==> config.mk <==
export PLATFORM = sky130hd
export DESIGN_NAME = nearest_k_sorted_list_unit
export DESIGN_NICKNAME = d
export VERILOG_FILES = /design/src/nksl_pkg.sv /design/src/nksl_cell.sv /design/src/nksl_div.sv /design/src/nearest_k_sorted_list_unit.sv
export SDC_FILE = /design/constraint.sdc
export NUM_CORES = 2
export LEC_CHECK = 0
export ABC_CLOCK_PERIOD_IN_PS = 15450
export BUFFER_PORTS_ARGS = -buffer_cell sky130_fd_sc_hd__clkbuf_2
export CAP_MARGIN = 20
export CORE_MARGIN = 1
export CORE_UTILIZATION = 48
export CTS_BUF_LIST = sky130_fd_sc_hd__clkbuf_4
export CTS_CLUSTER_SIZE = 10
export DETAILED_ROUTE_END_ITERATION = 6
export REMOVE_ABC_BUFFERS = 1
export SETUP_SLACK_MARGIN = 0.2
export SLEW_MARGIN = 20
export SYNTH_ARGS = -nofsm -noshare
export SYNTH_HDL_FRONTEND = slang
export SYNTH_HIERARCHICAL = 1
export SYNTH_SLANG_ARGS = --single-unit
==> constraint.sdc <==
create_clock -name clk_i -period 15.45 [get_ports clk_i]
set_input_delay 0.7725 -clock clk_i [delete_from_list [all_inputs] [get_ports clk_i]]
set_output_delay 0.7725 -clock clk_i [all_outputs]
set_load 0.01 [all_outputs]
==> src/nksl_pkg.sv <==
// Shared constants and types of the nearest-K sorted list unit.
// Has no dependencies; every other file but the macros header imports it.
package nksl_pkg;

  // Fixed field widths.
  localparam int unsigned FUNC_W    = 2;
  localparam int unsigned ID_W      = 32;
  localparam int unsigned DMG_W     = 16;
  localparam int unsigned IDX_W     = 5;
  localparam int unsigned CFG_W     = 16;
  localparam int unsigned CFG_IDX_W = 2;

  // Command codes carried in the input tuser.
  localparam logic [FUNC_W-1:0] FUNC_CLEAR  = 2'd0;
  localparam logic [FUNC_W-1:0] FUNC_OFFER  = 2'd1;
  localparam logic [FUNC_W-1:0] FUNC_REPORT = 2'd2;

  // Configuration register indexes.
  localparam logic [CFG_IDX_W-1:0] CFG_RANGE = 2'd0;
  localparam logic [CFG_IDX_W-1:0] CFG_BASE  = 2'd1;

  // Per-cycle command to every cell of the chain.
  typedef struct packed {
    logic offer;   // insert the broadcast candidate
    logic rotate;  // every cell takes its right neighbor's entry
  } nksl_ctrl_t;

endpackage

==> src/nksl_cell.sv <==
// One cell of the sorted chain: holds a single list entry.
// Depends on nksl_pkg.
module nksl_cell import nksl_pkg::*; #(
  parameter int unsigned DIST_BITS = 16
) (
  input  logic                 clk_i,
  input  nksl_ctrl_t           ctrl_i,
  input  logic                 valid_i,
  input  logic                 take_prev_i,
  output logic                 take_o,
  input  logic [DIST_BITS-1:0] cand_dist_i,
  input  logic [ID_W-1:0]      cand_id_i,
  input  logic [DIST_BITS-1:0] prev_dist_i,
  input  logic [ID_W-1:0]      prev_id_i,
  input  logic [DIST_BITS-1:0] next_dist_i,
  input  logic [ID_W-1:0]      next_id_i,
  output logic [DIST_BITS-1:0] dist_o,
  output logic [ID_W-1:0]      id_o
);

  logic [DIST_BITS-1:0] dist_q, dist_d;
  logic [ID_W-1:0]      id_q, id_d;

  // This slot is where the candidate belongs, or lies behind it: it is free
  // or holds a strictly farther entry.
  assign take_o = !valid_i || (dist_q > cand_dist_i);

  // Shift in from the left when the slot before also moves, load the
  // candidate at the insertion point, or rotate toward cell zero.
  always_comb begin
    dist_d = dist_q;
    id_d   = id_q;
    if (ctrl_i.offer) begin
      if (take_prev_i) begin
        dist_d = prev_dist_i;
        id_d   = prev_id_i;
      end else if (take_o) begin
        dist_d = cand_dist_i;
        id_d   = cand_id_i;
      end
    end else if (ctrl_i.rotate) begin
      dist_d = next_dist_i;
      id_d   = next_id_i;
    end
  end

  always_ff @(posedge clk_i) begin
    dist_q <= dist_d;
    id_q   <= id_d;
  end

  assign dist_o = dist_q;
  assign id_o   = id_q;

endmodule

==> src/nksl_div.sv <==
// Restoring divider, one quotient bit per cycle, for the damage falloff.
// Depends on nksl_pkg. The quotient must fit in DMG_W bits.
module nksl_div import nksl_pkg::*; (
  input  logic                 clk_i,
  input  logic                 rst_ni,
  input  logic                 start_i,
  input  logic [2*DMG_W-1:0]   num_i,
  input  logic [DMG_W-1:0]     den_i,
  output logic                 busy_o,
  output logic [DMG_W-1:0]     quo_o
);

  localparam int unsigned CntW = $clog2(DMG_W);

  logic            busy_q, busy_d;
  logic [CntW-1:0] cnt_q, cnt_d;
  logic [DMG_W-1:0] rem_q, rem_d;
  logic [DMG_W-1:0] quo_q, quo_d;
  logic [DMG_W:0]   trial;
  logic [DMG_W:0]   diff;
  logic             ge;

  // Bring down the next dividend bit and try a subtract.
  assign trial = {rem_q, quo_q[DMG_W-1]};
  assign diff  = trial - {1'b0, den_i};
  assign ge    = trial >= {1'b0, den_i};

  always_comb begin
    busy_d = busy_q;
    cnt_d  = cnt_q;
    rem_d  = rem_q;
    quo_d  = quo_q;
    if (start_i) begin
      busy_d = 1'b1;
      cnt_d  = CntW'(DMG_W - 1);
      rem_d  = num_i[2*DMG_W-1:DMG_W];
      quo_d  = num_i[DMG_W-1:0];
    end else if (busy_q) begin
      rem_d = ge ? diff[DMG_W-1:0] : trial[DMG_W-1:0];
      quo_d = {quo_q[DMG_W-2:0], ge};
      cnt_d = cnt_q - CntW'(1);
      if (cnt_q == '0) begin
        busy_d = 1'b0;
      end
    end
  end

  always_ff @(posedge clk_i or negedge rst_ni) begin
    if (!rst_ni) begin
      busy_q <= 1'b0;
    end else begin
      busy_q <= busy_d;
    end
  end

  always_ff @(posedge clk_i) begin
    cnt_q <= cnt_d;
    rem_q <= rem_d;
    quo_q <= quo_d;
  end

  assign busy_o = busy_q;
  assign quo_o  = quo_q;

endmodule

==> src/nearest_k_sorted_list_unit.sv <==
// Top level of the nearest-K sorted list unit: cell chain, report sequencer,
// falloff multiplier and divider. Depends on nksl_pkg, nksl_cell, nksl_div.
//
//  channel  | dir | handshake                    | content
//  ---------+-----+------------------------------+-------------------------------
//  s_axis   | in  | s_axis_tvalid/s_axis_tready  | tdata: unit_id, distance; tuser: func
//  m_axis   | out | m_axis_tvalid/m_axis_tready  | tdata: unit, dist, damage, index
//  cfg      | in  | cfg_valid_i/cfg_ready_o      | cfg_index_i, cfg_data_i
//
// Clear and offer requests complete in the idle state; the chain inserts in parallel.
// A report waits on the falloff divider for each entry and then emits it, and
// the chain rotates a full turn so the list is back in place.
// An empty report gives a single result flagged empty.
// Reset empties the list, sets the range to 1 and the base damage to 0.
// A stalled output holds the sequencer where it would load a result, and the result register stays loaded.
module nearest_k_sorted_list_unit import nksl_pkg::*; #(
  parameter int unsigned LIST_DEPTH = 8,
  parameter int unsigned DIST_BITS  = 16
) (
  input  logic clk_i,
  input  logic rst_ni,
  // Request channel.
  input  logic s_axis_tvalid,
  output logic s_axis_tready,
  // Bits from 0 up: unit_id, distance, zero fill.
  input  logic [((ID_W+DIST_BITS+7)/8)*8-1:0] s_axis_tdata,
  // Bits from 0 up: func.
  input  logic [FUNC_W-1:0] s_axis_tuser,
  // Result channel.
  output logic m_axis_tvalid,
  input  logic m_axis_tready,
  // Bits from 0 up: out_unit, out_distance, out_damage, entry_index, zero fill.
  output logic [((ID_W+DIST_BITS+DMG_W+IDX_W+7)/8)*8-1:0] m_axis_tdata,
  // Bits from 0 up: list_empty.
  output logic m_axis_tuser,
  output logic m_axis_tlast,
  // Configuration write channel.
  input  logic                 cfg_valid_i,
  output logic                 cfg_ready_o,
  input  logic [CFG_IDX_W-1:0] cfg_index_i,
  input  logic [CFG_W-1:0]     cfg_data_i
);

  localparam int unsigned CntW  = $clog2(LIST_DEPTH + 1);
  localparam int unsigned CmpW  = (DIST_BITS > DMG_W) ? DIST_BITS : DMG_W;

  // Sequencer states.
  localparam logic [2:0] ST_IDLE  = 3'd0;
  localparam logic [2:0] ST_START = 3'd1;
  localparam logic [2:0] ST_MUL   = 3'd2;
  localparam logic [2:0] ST_DIV   = 3'd3;
  localparam logic [2:0] ST_EMIT  = 3'd4;
  localparam logic [2:0] ST_SPIN  = 3'd5;

  logic [2:0]      state_q, state_d;
  logic [CntW-1:0] count_q, count_d;
  logic [CntW-1:0] step_q, step_d;
  logic [CntW-1:0] step_inc;
  logic [CFG_W-1:0] range_q, base_q;

  logic [ID_W-1:0]      in_id;
  logic [DIST_BITS-1:0] in_dist;
  logic                 in_acc;
  nksl_ctrl_t           ctrl;

  logic [DIST_BITS-1:0] cell_dist [LIST_DEPTH];
  logic [ID_W-1:0]      cell_id   [LIST_DEPTH];
  logic                 cell_take [LIST_DEPTH];

  logic [ID_W-1:0]      hold_id_q;
  logic [DIST_BITS-1:0] hold_dist_q;
  logic [DMG_W-1:0]     diff_q;
  logic [2*DMG_W-1:0]   prod;
  logic                 near;
  logic [CmpW-1:0]      head_dist_x, range_x, diff_x;
  logic                 div_start, div_busy;
  logic [DMG_W-1:0]     div_quo;

  logic                 out_free, load_out, load_empty, last_now;
  logic                 m_valid_q, m_valid_d;
  logic [ID_W-1:0]      o_id_q;
  logic [DIST_BITS-1:0] o_dist_q;
  logic [DMG_W-1:0]     o_dmg_q;
  logic [IDX_W-1:0]     o_idx_q;
  logic                 o_empty_q, o_last_q;

  // Request unpacking.
  assign in_id   = s_axis_tdata[ID_W-1:0];
  assign in_dist = s_axis_tdata[ID_W+DIST_BITS-1:ID_W];
  assign in_acc  = s_axis_tvalid && s_axis_tready;
  assign s_axis_tready = (state_q == ST_IDLE);

  // The chain of cells; cell zero holds the nearest entry.
  for (genvar i = 0; i < LIST_DEPTH; i++) begin : g_cell
    logic valid;
    assign valid = count_q > CntW'(i);
    if (i == 0) begin : g_head
      nksl_cell #(.DIST_BITS(DIST_BITS)) u_cell (
        .clk_i       (clk_i),
        .ctrl_i      (ctrl),
        .valid_i     (valid),
        .take_prev_i (1'b0),
        .take_o      (cell_take[i]),
        .cand_dist_i (in_dist),
        .cand_id_i   (in_id),
        .prev_dist_i (in_dist),
        .prev_id_i   (in_id),
        .next_dist_i (cell_dist[(i+1) % LIST_DEPTH]),
        .next_id_i   (cell_id[(i+1) % LIST_DEPTH]),
        .dist_o      (cell_dist[i]),
        .id_o        (cell_id[i])
      );
    end else begin : g_body
      nksl_cell #(.DIST_BITS(DIST_BITS)) u_cell (
        .clk_i       (clk_i),
        .ctrl_i      (ctrl),
        .valid_i     (valid),
        .take_prev_i (cell_take[i-1]),
        .take_o      (cell_take[i]),
        .cand_dist_i (in_dist),
        .cand_id_i   (in_id),
        .prev_dist_i (cell_dist[i-1]),
        .prev_id_i   (cell_id[i-1]),
        .next_dist_i (cell_dist[(i+1) % LIST_DEPTH]),
        .next_id_i   (cell_id[(i+1) % LIST_DEPTH]),
        .dist_o      (cell_dist[i]),
        .id_o        (cell_id[i])
      );
    end
  end

  assign out_free = !m_valid_q || m_axis_tready;
  assign step_inc = step_q + CntW'(1);
  assign last_now = (step_inc == count_q);

  // Sequencer: list updates in the idle state, and per-entry report steps.
  always_comb begin
    state_d    = state_q;
    count_d    = count_q;
    step_d     = step_q;
    ctrl       = '0;
    div_start  = 1'b0;
    load_out   = 1'b0;
    load_empty = 1'b0;
    case (state_q)
      ST_IDLE: begin
        if (in_acc) begin
          case (s_axis_tuser)
            FUNC_CLEAR: begin
              count_d = '0;
            end
            FUNC_OFFER: begin
              ctrl.offer = 1'b1;
              if (count_q < CntW'(LIST_DEPTH)) begin
                count_d = count_q + CntW'(1);
              end
            end
            FUNC_REPORT: begin
              state_d = ST_START;
              step_d  = '0;
            end
            default: begin
            end
          endcase
        end
      end
      ST_START: begin
        if (count_q == '0) begin
          if (out_free) begin
            load_empty = 1'b1;
            state_d    = ST_IDLE;
          end
        end else begin
          state_d = ST_MUL;
        end
      end
      ST_MUL: begin
        div_start = 1'b1;
        state_d   = ST_DIV;
      end
      ST_DIV: begin
        if (!div_busy) begin
          state_d = ST_EMIT;
        end
      end
      ST_EMIT: begin
        if (out_free) begin
          load_out    = 1'b1;
          ctrl.rotate = 1'b1;
          step_d      = step_inc;
          if (!last_now) begin
            state_d = ST_START;
          end else if (count_q == CntW'(LIST_DEPTH)) begin
            state_d = ST_IDLE;
          end else begin
            state_d = ST_SPIN;
          end
        end
      end
      ST_SPIN: begin
        // Finish the full turn so the list is back in order.
        ctrl.rotate = 1'b1;
        step_d      = step_inc;
        if (step_q == CntW'(LIST_DEPTH - 1)) begin
          state_d = ST_IDLE;
        end
      end
      default: begin
        state_d = ST_IDLE;
      end
    endcase
  end

  always_ff @(posedge clk_i or negedge rst_ni) begin
    if (!rst_ni) begin
      state_q <= ST_IDLE;
      count_q <= '0;
      step_q  <= '0;
    end else begin
      state_q <= state_d;
      count_q <= count_d;
      step_q  <= step_d;
    end
  end

  // Configuration registers; a zero range is stored as one.
  assign cfg_ready_o = 1'b1;

  always_ff @(posedge clk_i or negedge rst_ni) begin
    if (!rst_ni) begin
      range_q <= CFG_W'(1);
      base_q  <= '0;
    end else if (cfg_valid_i && cfg_ready_o) begin
      case (cfg_index_i)
        CFG_RANGE: range_q <= (cfg_data_i == '0) ? CFG_W'(1) : cfg_data_i;
        CFG_BASE:  base_q  <= cfg_data_i;
        default: begin
        end
      endcase
    end
  end

  // Head entry capture and the distance left to the edge of the blast.
  assign head_dist_x = CmpW'(cell_dist[0]);
  assign range_x     = CmpW'(range_q);
  assign near        = head_dist_x < range_x;
  assign diff_x      = range_x - head_dist_x;

  always_ff @(posedge clk_i) begin
    if (state_q == ST_START) begin
      hold_id_q   <= cell_id[0];
      hold_dist_q <= cell_dist[0];
      diff_q      <= near ? diff_x[DMG_W-1:0] : '0;
    end
  end

  // Falloff: base * (range - d), divided by range in the restoring divider.
  assign prod = base_q * diff_q;

  nksl_div u_div (
    .clk_i   (clk_i),
    .rst_ni  (rst_ni),
    .start_i (div_start),
    .num_i   (prod),
    .den_i   (range_q),
    .busy_o  (div_busy),
    .quo_o   (div_quo)
  );

  // Result register.
  always_comb begin
    m_valid_d = m_valid_q;
    if (load_out || load_empty) begin
      m_valid_d = 1'b1;
    end else if (m_axis_tready) begin
      m_valid_d = 1'b0;
    end
  end

  always_ff @(posedge clk_i or negedge rst_ni) begin
    if (!rst_ni) begin
      m_valid_q <= 1'b0;
    end else begin
      m_valid_q <= m_valid_d;
    end
  end

  always_ff @(posedge clk_i) begin
    if (load_empty) begin
      o_id_q    <= '0;
      o_dist_q  <= '0;
      o_dmg_q   <= '0;
      o_idx_q   <= '0;
      o_empty_q <= 1'b1;
      o_last_q  <= 1'b1;
    end else if (load_out) begin
      o_id_q    <= hold_id_q;
      o_dist_q  <= hold_dist_q;
      o_dmg_q   <= div_quo;
      o_idx_q   <= IDX_W'(step_q);
      o_empty_q <= 1'b0;
      o_last_q  <= last_now;
    end
  end

  // Result packing.
  always_comb begin
    m_axis_tdata = '0;
    m_axis_tdata[ID_W-1:0]                     = o_id_q;
    m_axis_tdata[ID_W+DIST_BITS-1:ID_W]        = o_dist_q;
    m_axis_tdata[ID_W+DIST_BITS+DMG_W-1:ID_W+DIST_BITS] = o_dmg_q;
    m_axis_tdata[ID_W+DIST_BITS+DMG_W+IDX_W-1:ID_W+DIST_BITS+DMG_W] = o_idx_q;
  end

  assign m_axis_tvalid = m_valid_q;
  assign m_axis_tuser  = o_empty_q;
  assign m_axis_tlast  = o_last_q;

endmodule

==> summary.txt <==
Routing
  • Final WL: 112,600 µm
  • Antenna Nets Post-Route: 0
  • TritonRoute pass-1 iters: 7
  • DRC Markers: 0
  • Routed vias/inst: approximately 5.5
  • Iteration-0 DRC Markers: around 2,300
  • DR vias: approximately 30,000
  • Drt wl/cell: 20.98 µm

STA
  • Setup TNS: 0 ns
  • F_max: between 100 and 150 MHz
  • Tcrit/Tclk final: 0.4463
  • Unrepaired setup endpoints after global routing: no
  • Final setup vio count: 0
  • Final hold violations: 0
  • Slew @ Worst Pin: 1.153 ns
  • Min Tclk post-route: between 6 and 7 ns
  • Skew final: 0.09814 ns
  • Fin. max-slew vios: 0
  • Rel. slew slack: 0.2313

Clock network
  • Clk buf depth: 3
  • H-tree depth: 4
  • Clock slew seen by the registers of the worst setup and hold paths: approximately 0.07 ns
  • Clk_lat worst skew: 1.07 ns
  • Root buf cell: clkbuf_4
  • CTS sink count: 599
  • CTS tree: done
  • CTS buffer count: 168

Placed design
  • Hpwl dp: 73,720 µm
  • IO Port Bufs: 144
  • Routability cong.: around 0.88
  • DP Cell Count: 5,043

Worst setup path
  • Worst Path Max Fanout: 16
  • CP required: 16.17 ns
  • R2r setup slk: roughly 8.6 ns
  • Arr. time, crit path: approximately 7.6 ns
  • Reg2Reg Depth: 22
  • Crit start category: flop
  • Crit Path Category: flop to flop
  • Crit. End Element: flop

GRT
  • First-pass GRT wire length: 175,200 µm
  • Antenna violations before repair: 10
  • Largest net degree at the start of global routing: 262
  • GRT Util Overall: 0.2654
  • Vias in the first global route: roughly 30,000
  • Total gr overflow: 0

Synthesis
  • Mean Syn Cell Area: between 10 and 15 µm²
  • Mapped cell area: 0.04104 mm²
  • Synth Warn #: 6
  • Gate Count Post-Synth: 3,948

Flow run
  • Max-cap violations: 0

Finish
  • Nets: between 4,000 and 5,000
  • Most common cell after layout, fill and taps aside: a21oi_1
  • Fin cells: 5,365
  • Most frequent cells in the layout: a21oi_1, edfxtp_1, inv_1
  • Layout cells sized above 1: 0.1321
  • P&R area growth vs syn: 9.347%

Floorplan
  • Initial Utilization: 0.4881
  • Total core area: 0.08409 mm²
  • Die H: between 200 and 300 µm
  • Io pins: 150
  • DIE AREA: 0.08668 mm²
  • Die X: 294.4 µm
  • Core Rows: 106

Outcome
  • Outcome: finished, final reports clean

Worst hold path
  • Hold Path Cell Cnt: 2
  • Hold Path Class: primary input to flop
[sequential cells by signal, summed over array words and instances, names as in the netlist]
name and flops:
base_q 16, count_q 4, diff_q 16, g_cell.g_body.u_cell/dist_o 112, g_cell.g_body.u_cell/id_o 224, g_cell.g_head.u_cell/dist_o 16
g_cell.g_head.u_cell/id_o 32, hold_dist_q 16, hold_id_q 32, m_axis_tlast 1, m_axis_tuser 1, m_axis_tvalid 1
o_dist_q 16, o_dmg_q 16, o_id_q 32, o_idx_q 4, range_q 16, state_q 3
step_q 4, u_div/busy_o 1, u_div/cnt_q 4, u_div/quo_o 16, u_div/rem_q 16
[final cells by class]
cell class,instances,area (µm²)
antenna,7,17.52
clock buffer,251,1884
clock inverter,58,341.6
fill,7692,39210
inverter,441,1663
multi-input combinational,2698,21530
sequential,599,17020
tap,1134,1419
timing repair buffer,177,1003
[final timing paths]
check / from / to
worst max register to register: diff_q[9] / u_div/rem_q[15]
worst min-delay path: cfg_data_i[12] / base_q[12]
min in group asynchronous: rst_ni / m_axis_tvalid
worst max-delay path: diff_q[9] / u_div/rem_q[15]
max in group asynchronous: rst_ni / state_q[1]
worst min register to register: hold_id_q[15] / o_id_q[15]
[critical path: stages, from the launching register on]
cell and delay, ns:
edfxtp_1 0.80, nand2_1 0.17, fa_1 0.56, inv_1 0.05, fa_1 0.50, inv_1 0.05, fa_1 0.48, inv_1 0.06
fa_1 0.56, fa_1 0.57, inv_1 0.06, fa_1 0.53, inv_1 0.04, ha_1 0.37, a21oi_1 0.32, inv_1 0.07
a31oi_1 0.16, o211ai_1 0.19, o31ai_1 0.43, mux2_2 0.38, and4_1 0.15, inv_1 0.05, a221oi_1 0.07
[metal layers]
layer  vias to the layer above  global-route usage  routed length, µm
met5                         -                   0                 79
met4                        14             0.07698               2288
met1                     14500              0.3664              51080
met3                       155             0.05558               7310
li1                      14190                   -                  -
met2                       884              0.4198              51820
[what timing repair did]
action,CTS,global route
buffers inserted,0,0
setup endpoints to repair,0,0
endpoints found under the hold margin,53,0
gates resized for setup,0,0
hold buffers,6,0
[stage by stage]
stage	area (µm²)	setup slack, ns	utilization	hold slack, ns
6_report	44880	8.554	0.5337	0.1001
2_1_floorplan	40120	0.5639	-	0.4421
5_1_grt	44880	8.272	0.5337	0.01861
4_1_cts	44850	8.670	0.5334	0.001932
3_3_place_gp	42570	8.714	0.5062	0.4441
3_5_place_dp	42570	8.721	0.5062	0.4507
Power is not shown: default switching activity piles up to over one toggle a cycle in this logic, so the estimate is an artifact.
